==> src/hdl/register_machine_execute_with_profiling_defines.svh <==
// Assertion helpers shared by the register machine execute block.
`ifndef REGISTER_MACHINE_EXECUTE_WITH_PROFILING_DEFINES_SVH
`define REGISTER_MACHINE_EXECUTE_WITH_PROFILING_DEFINES_SVH

// Checked at every clock edge outside of reset.
`define RMX_ASSERT_CLK(label, prop, msg) \
  label: assert property (@(posedge clk) disable iff (rst) (prop)) else $error(msg);

// Checked at every clock edge, reset included.
`define RMX_ASSERT_ALWAYS(label, prop, msg) \
  label: assert property (@(posedge clk) (prop)) else $error(msg);

`endif

==> src/hdl/rmx_pkg.sv <==
package rmx_pkg;

  localparam int NUM_REGS    = 256;
  localparam int REG_IDX_W   = 8;
  localparam int PROG_DEPTH  = 1024;
  localparam int PC_W        = 10;
  localparam int COUNT_WIDTH = 16;
  localparam int THRESH_W    = 16;
  localparam int DATA_W      = 64;

  localparam logic [COUNT_WIDTH-1:0] COUNT_MAX = {COUNT_WIDTH{1'b1}};
  localparam logic [THRESH_W-1:0]    HOT_RESET = THRESH_W'(50);

  typedef enum logic [3:0] {
    OP_MOVI  = 4'd0,
    OP_MOV   = 4'd1,
    OP_ADD   = 4'd2,
    OP_SUB   = 4'd3,
    OP_SUBI  = 4'd4,
    OP_CMP   = 4'd5,
    OP_JNE   = 4'd6,
    OP_PRINT = 4'd7,
    OP_EXIT  = 4'd8
  } opcode_t;

  typedef enum logic [1:0] {
    EV_NONE  = 2'd0,
    EV_START = 2'd1,
    EV_CLOSE = 2'd2
  } trace_event_t;

  typedef enum logic [1:0] {
    CFG_PROFILING = 2'd0,
    CFG_THRESHOLD = 2'd1
  } cfg_index_t;

  typedef struct packed {
    logic [3:0]         opcode;
    logic [7:0]         dest_reg;
    logic [7:0]         src_reg;
    logic signed [31:0] immediate;
    logic [9:0]         instr_pc;
    logic               prev_is_compare;
    logic [7:0]         compare_reg;
    logic signed [31:0] compare_imm;
  } instr_t;

  typedef struct packed {
    logic signed [31:0] next_pc;
    logic               print_valid;
    logic signed [63:0] print_value;
    logic               halted;
    logic               was_recorded;
    logic [1:0]         trace_event;
    logic [9:0]         trace_head_pc;
  } result_t;

  typedef struct packed {
    logic                 en;
    logic [REG_IDX_W-1:0] addr;
    logic [DATA_W-1:0]    data;
  } rf_wr_t;

  typedef struct packed {
    logic                   en;
    logic [PC_W-1:0]        addr;
    logic [COUNT_WIDTH-1:0] data;
  } hit_wr_t;

  typedef struct packed {
    logic            active;
    logic [PC_W-1:0] head;
  } trace_state_t;

endpackage

==> src/hdl/rmx_exec.sv <==
module rmx_exec (
  input  rmx_pkg::instr_t                 instr,
  input  logic [rmx_pkg::DATA_W-1:0]      opnd_a,
  input  logic [rmx_pkg::DATA_W-1:0]      opnd_b,
  input  logic [rmx_pkg::COUNT_WIDTH-1:0] hit_count,
  input  logic                            profiling_enabled,
  input  logic [rmx_pkg::THRESH_W-1:0]    hot_limit,
  input  rmx_pkg::trace_state_t           trace,
  output rmx_pkg::result_t                res,
  output rmx_pkg::rf_wr_t                 rf_wr,
  output rmx_pkg::hit_wr_t                hit_wr,
  output rmx_pkg::trace_state_t           trace_next
);
  import rmx_pkg::*;

  logic [DATA_W-1:0]      imm64;
  logic [DATA_W-1:0]      cimm64;
  logic signed [31:0]     pc32;
  logic                   taken;
  logic                   back_edge;
  logic                   in_range;
  logic [COUNT_WIDTH-1:0] cnt_inc;
  logic [PC_W-1:0]        tgt_idx;

  assign imm64   = {{32{instr.immediate[31]}}, instr.immediate};
  assign cimm64  = {{32{instr.compare_imm[31]}}, instr.compare_imm};
  assign pc32    = signed'(32'(instr.instr_pc));
  assign taken   = instr.prev_is_compare && (instr.instr_pc != '0) && (opnd_a != cimm64);
  assign back_edge = instr.immediate <= pc32;
  assign in_range  = !instr.immediate[31] &&
                     ($unsigned(instr.immediate) < 32'(PROG_DEPTH));
  assign tgt_idx   = instr.immediate[PC_W-1:0];
  assign cnt_inc   = (hit_count == COUNT_MAX) ? hit_count : hit_count + 1'b1;

  always_comb begin
    res.next_pc       = pc32 + 32'sd1;
    res.print_valid   = 1'b0;
    res.print_value   = '0;
    res.halted        = 1'b0;
    res.was_recorded  = trace.active;
    res.trace_event   = EV_NONE;
    res.trace_head_pc = '0;
    rf_wr             = '0;
    hit_wr            = '0;
    trace_next        = trace;

    unique case (instr.opcode)
      OP_MOVI:  rf_wr = '{en: 1'b1, addr: instr.dest_reg, data: imm64};
      OP_MOV:   rf_wr = '{en: 1'b1, addr: instr.dest_reg, data: opnd_b};
      OP_ADD:   rf_wr = '{en: 1'b1, addr: instr.dest_reg, data: opnd_a + opnd_b};
      OP_SUB:   rf_wr = '{en: 1'b1, addr: instr.dest_reg, data: opnd_a - opnd_b};
      OP_SUBI:  rf_wr = '{en: 1'b1, addr: instr.dest_reg, data: opnd_a - imm64};
      OP_CMP: begin
      end
      OP_JNE: begin
        if (taken) begin
          if (back_edge) begin
            if (profiling_enabled && !trace.active) begin
              if (in_range) begin
                hit_wr = '{en: 1'b1, addr: tgt_idx, data: cnt_inc};
                if (32'(cnt_inc) > 32'(hot_limit)) begin
                  trace_next        = '{active: 1'b1, head: tgt_idx};
                  res.trace_event   = EV_START;
                  res.trace_head_pc = tgt_idx;
                end
              end
            end else if (trace.active &&
                         instr.immediate == signed'(32'(trace.head))) begin
              trace_next.active = 1'b0;
              res.trace_event   = EV_CLOSE;
              res.trace_head_pc = trace.head;
            end
          end
          res.next_pc = instr.immediate;
        end else begin
          trace_next.active = 1'b0;
        end
      end
      OP_PRINT: begin
        res.print_valid = 1'b1;
        res.print_value = opnd_a;
      end
      OP_EXIT: begin
        res.halted  = 1'b1;
        res.next_pc = pc32;
      end
      default: begin
      end
    endcase
  end

endmodule
==> config.mk <==
export PLATFORM = sky130hd
export DESIGN_NAME = rmx_exec
export DESIGN_NICKNAME = d
export VERILOG_FILES = /design/src/hdl/register_machine_execute_with_profiling_defines.svh /design/src/hdl/rmx_pkg.sv /design/src/hdl/rmx_exec.sv
export SDC_FILE = /design/constraint.sdc
export NUM_CORES = 1
export LEC_CHECK = 0
export ABC_AREA = 1
export ABC_CLOCK_PERIOD_IN_PS = 5400
export BUFFER_PORTS_ARGS = -buffer_cell sky130_fd_sc_hd__buf_4
export CORE_AREA = 8 8 187 189
export DETAILED_ROUTE_END_ITERATION = 7
export DIE_AREA = 0 0 195 197
export GPL_TIMING_DRIVEN = 0
export PLACE_DENSITY = 0.75
export SYNTH_ARGS = -nofsm -noshare
export SYNTH_HDL_FRONTEND = slang
export SYNTH_SLANG_ARGS = --single-unit
==> constraint.sdc <==
create_clock -name vclk -period 5.4
set_input_delay 1.08 -clock vclk [all_inputs]
set_output_delay 1.08 -clock vclk [all_outputs]
set_load 0.01 [all_outputs]
### Yosys cells after proc, flatten, opt, wreduce, memory -nomap -nowiden

Index checks and enable logic that the tools add are counted.

| operators by class | value |
|---|---|
| magnitude comparators | 3 |
| reduce and logical (&&, ||, !) cells | 9 |
| equal/unequal tests | 10 |
| mux-type cells | 27 |
| add/subtract/negate cells | 5 |

Operators by type and width:

| cell | count |
|---|---|
| $pmux W73 S5 | 1 |
| $mux W27 | 5 |
| $sub A64 B64 Y64 | 2 |
| $mux W11 | 6 |
| $mux W65 | 1 |
| $add A64 B64 Y64 | 1 |
| $ne A64 B64 Y1 | 1 |
| $pmux W32 S2 | 1 |
| $mux W12 | 5 |
| $eq A32 B11 Y1 | 1 |
| $le A32 B11 Y1 | 1 |
| $lt A32 B11 Y1 const B | 1 |
| $mux W32 | 1 |
| $mux W10 | 2 |
| $add A16 B1 Y16 const B | 1 |
| $eq A16 B16 Y1 const B | 1 |
| $gt A16 B16 Y1 | 1 |
| $mux W16 | 1 |
| $eq A4 B3 Y1 const B | 3 |
| $add A10 B1 Y11 const B | 1 |
| $reduce_bool A10 Y1 | 1 |
| $eq A4 B2 Y1 const B | 2 |
| $logic_and A1 B1 Y1 | 5 |
| $eq A4 B1 Y1 const B | 1 |
| 4 further kinds | 8 |

| word-level totals | value |
|---|---|
| register bits | 0 |
| bits of input ports | 275 |
| logic and storage cells | 54 |
| output and inout port bits | 222 |

### Logic depth before layout (Yosys ltp)

| depth | value |
|---|---|
| word-level depth | 9 |
| gate-level depth with buffers | 27 |

### Least setup slack after synthesis

No wires, ideal clock.

| timing path | value |
|---|---|
| path kind | in2out |
| start point | input opnd_b[0] (netlist bit) |
| end point | output rf_wr[62] (netlist bit) |
| buffers on the path | 0 |
| arrival time | 3627 ps |
| stages on the path | 24 |
| slack | 693 ps |
| required time | 4320 ps |
| path through | inv_1 -> ha_1 -> nand2_1 -> nor2_2 -> inv_2 -> nor2_2 -> inv_2 -> nor2_2 -> inv_1 -> nor3_2 -> xor2_1 -> nand2_1 -> nand2_1 -> ha_1 -> nand2_1 -> nor2_1 -> inv_1 -> nor2_1 -> inv_1 -> nor4_1 -> nand2_1 -> nand3b_1 -> nand3_1 -> nand2_1 |

RTL lines:

| item | RTL line | source |
|---|---|---|
| start: declaration | rmx_exec.sv:4 | `input logic [rmx_pkg::DATA_W-1:0] opnd_b,` |
| end: declaration | rmx_exec.sv:10 | `output rmx_pkg::rf_wr_t rf_wr,` |

==> flow_summary.json <==
{
  "status": "finished with violations",
  "violations": "setup timing",
  "grt_pass1_wl_um": 114000,
  "critical_path_class": "in -> out",
  "yosysSeqAreaShare": 0,
  "grt-ovfl-total": 0,
  "antenna_found_initial": 2,
  "grt_usage": 0.382,
  "first_pass_iters": 8,
  "maxClockFrequency_mhz": 181,
  "tns_ps": -441,
  "finalSetupViolCount": 10,
  "placed_cell_area_mm2": 0.0167,
  "routedWlPerCell_um": 23.1,
  "fillers": 3177,
  "io_buffers": 480,
  "fin_area_mm2": 0.0202,
  "drc_errors": 0,
  "holdPathStages": 4,
  "antenna_left": 0,
  "drv_cap": 0,
  "pre_cts_slack_ps": -720,
  "crit_required_ps": 4320,
  "syn2layout_area_growth_pct": 60.4,
  "rsz0062_at_grt": "true",
  "worst_slew_pin_slew_ps": 1440,
  "avgViaCountPerCell": 5.83,
  "grt_pass1_vias": 19100,
  "critPathMaxFanout": 10,
  "drt_iter0_drc": 2309,
  "fin_ws_ps": -136,
  "seqCellArea_um2": 0,
  "die_x_um": 195,
  "row_count": 66,
  "syn_avg_cell_area_um2": 4.86,
  "leakage_nw": 10.3,
  "fin_crit_sh": 1.03,
  "initial_core_util": 0.393,
  "ioPinCount": 497,
  "syn_nets": 2963,
  "layout-drive-gt1-share": 0.378,
  "multi_input_area_mm2": 0.0133,
  "finalHoldViolations": 0,
  "gp_congestion": 1.04,
  "fin_crit_ps": 5540,
  "synth_cell_types": 51,
  "maxSlewViolCount": 0,
  "hold_path.class": "in -> out",
  "maxSlewHeadroom": 0.0410,
  "worstPathArrival_ps": 4460,
  "core_area_mm2": 0.0320,
  "grt_max_degree": 11,
  "syn-instance-count": 2594,
  "final_nets": 3528,
  "postCtsHoldBufs": 0,
  "power_density_mw_per_mm2": 105,
  "hold_start": "instr[97]",
  "die-area_mm2": 0.0384,
  "die_h_um": 197,
  "clkbuf_count": 0,
  "min_delay_worst_endpoint": "rf_wr[70]",
  "dp_hpwl_um": 67800,
  "vdd_drop_max_uv": 49.4,
  "routed_wl_um": 82300,
  "vias": 20800,
  "seq_cells": 0,
  "startpoint_type": "input port",
  "endpoint_kind": "output pin",
  "syn_area_mm2": 0.0126,
  "yosys_warnings": 0
}
==> worst max path at each step <==
| stage | start | endpoint | slack, ps |
|---|---|---|---|
| after CTS | opnd_b[1] | rf_wr[30] | -10 |
| after global routing | opnd_b[1] | rf_wr[32] | -120 |
| after floorplan | opnd_b[0] | rf_wr[62] | 690 |
| final | instr[100] | rf_wr[23] | -140 |
| after detailed placement | instr[100] | rf_wr[63] | -720 |
| after global placement | instr[100] | rf_wr[31] | -730 |
==> worst max-delay path, cell delays in order <==
cell and delay [ps]:
buf_4 150, nand2_1 80, inv_1 60, nand2_2 100
buf_6 210, clkinv_4 170, nand2_1 100, o21ai_0 70
o21ai_0 390, ha_1 390, a21oi_1 290, nand2_1 130
a21oi_1 130, nand2_1 130, nand2_1 100, nand2_2 140
nor2_1 150, nand3b_1 180, o221ai_1 200, buf_4 210
==> through the flow <==
| step | utilization | std cells | power [mW] | hold WS (ps) |
|---|---|---|---|---|
| finish | 0.630 | 3567 | 2.11 | 2470 |
| global route | 0.630 | 3567 | 2.22 | 2480 |
| CTS | 0.555 | 3507 | 1.73 | 2480 |
| detailed placement | 0.521 | 3482 | 1.60 | 2470 |
| global placement | 0.521 | 3482 | 1.58 | 2470 |
| floorplan | - | 2594 | 0.893 | 2250 |
==> what timing repair did <==
item	4_1_cts	5_1_grt
setup buffers	25	57
gates cloned	0	1
endpoints found under the setup margin	77	76
gates resized for setup	235	536
pin swaps	50	193
==> cell usage in the layout (no fill, tap or decap), drive strengths merged, types with 18 or more instances in the layout <==
cell type / count
a21oi: 131
nand4: 46
xnor2: 31
o21ai: 160
clkbuf: 28
nor3: 52
nand2: 736
o221ai: 20
o21bai: 18
xor2: 54
nand3: 180
o22ai: 23
nand3b: 18
ha: 93
nor2: 428
inv: 458
buf: 591
==> final cells by class <==
type,count,area share
Multi-Input combinational cell,2072,0.656
Timing Repair Buffer,563,0.213
Inverter,466,0.0893
Tap cell,408,0.0253
Buffer,56,0.0160
Antenna cell,2,0.000248
==> where the power goes <==
part	total (mW)	switching, mW	internal, mW
registers	0	0	0
clock network	0.0000000496	0	0.0000000496
logic	2.11	1.30	0.814
total	2.11	1.30	0.814
==> cells by family (layout without fill, tap and decap cells) <==
| kind of cell | after synthesis | in the layout | share of synthesized area |
|---|---|---|---|
| XOR/XNOR | 85 | 85 | 0.0591 |
| other | 0 | 2 | 0 |
| AO/OA/AOI/OAI | 399 | 399 | 0.181 |
| adder cells (fa/ha/maj) | 94 | 94 | 0.0940 |
| AND/OR/NAND/NOR | 1494 | 1494 | 0.506 |
| buffers and inverters | 522 | 1085 | 0.160 |
==> routing by layer <==
layer / global-route usage / share of wire / vias to the layer above
met4: 0.166 / 0.063 / 0
met3: 0.0727 / 0.11 / 295
met1: 0.455 / 0.36 / 9620
li1: - / - / 9452
met2: 0.664 / 0.46 / 1420
met5: 0 / 0 / -
==> synth_stat cells (4+ instances only) <==
| library cell | number | area [um2] |
|---|---|---|
| a21o_1 | 5 | 37.5 |
| a21oi_1 | 126 | 631 |
| a21oi_2 | 4 | 35.0 |
| a31oi_1 | 17 | 106 |
| buf_2 | 17 | 85.1 |
| buf_4 | 5 | 37.5 |
| clkbuf_1 | 31 | 116 |
| ha_1 | 93 | 1160 |
| inv_1 | 441 | 1660 |
| inv_2 | 22 | 82.6 |
| nand2_1 | 728 | 2730 |
| nand2_2 | 5 | 31.3 |
| nand3_1 | 176 | 881 |
| nand3_2 | 4 | 40.0 |
| nand3b_1 | 17 | 128 |
| nand4_1 | 45 | 282 |
| nor2_1 | 401 | 1510 |
| nor2_2 | 22 | 138 |
| nor2_4 | 5 | 56.3 |
| nor3_1 | 44 | 220 |
| nor3_2 | 7 | 70.1 |
| nor4_1 | 15 | 93.8 |
| o211ai_1 | 8 | 60.1 |
| o21a_1 | 6 | 45.0 |
| o21ai_0 | 149 | 746 |
| o21ai_1 | 11 | 55.1 |
| o21bai_1 | 18 | 135 |
| o221ai_1 | 20 | 175 |
| o22ai_1 | 23 | 144 |
| or2_2 | 14 | 87.6 |
| xnor2_1 | 31 | 272 |
| xor2_1 | 54 | 473 |
No activity file was read; power rests on OpenSTA's default activity.
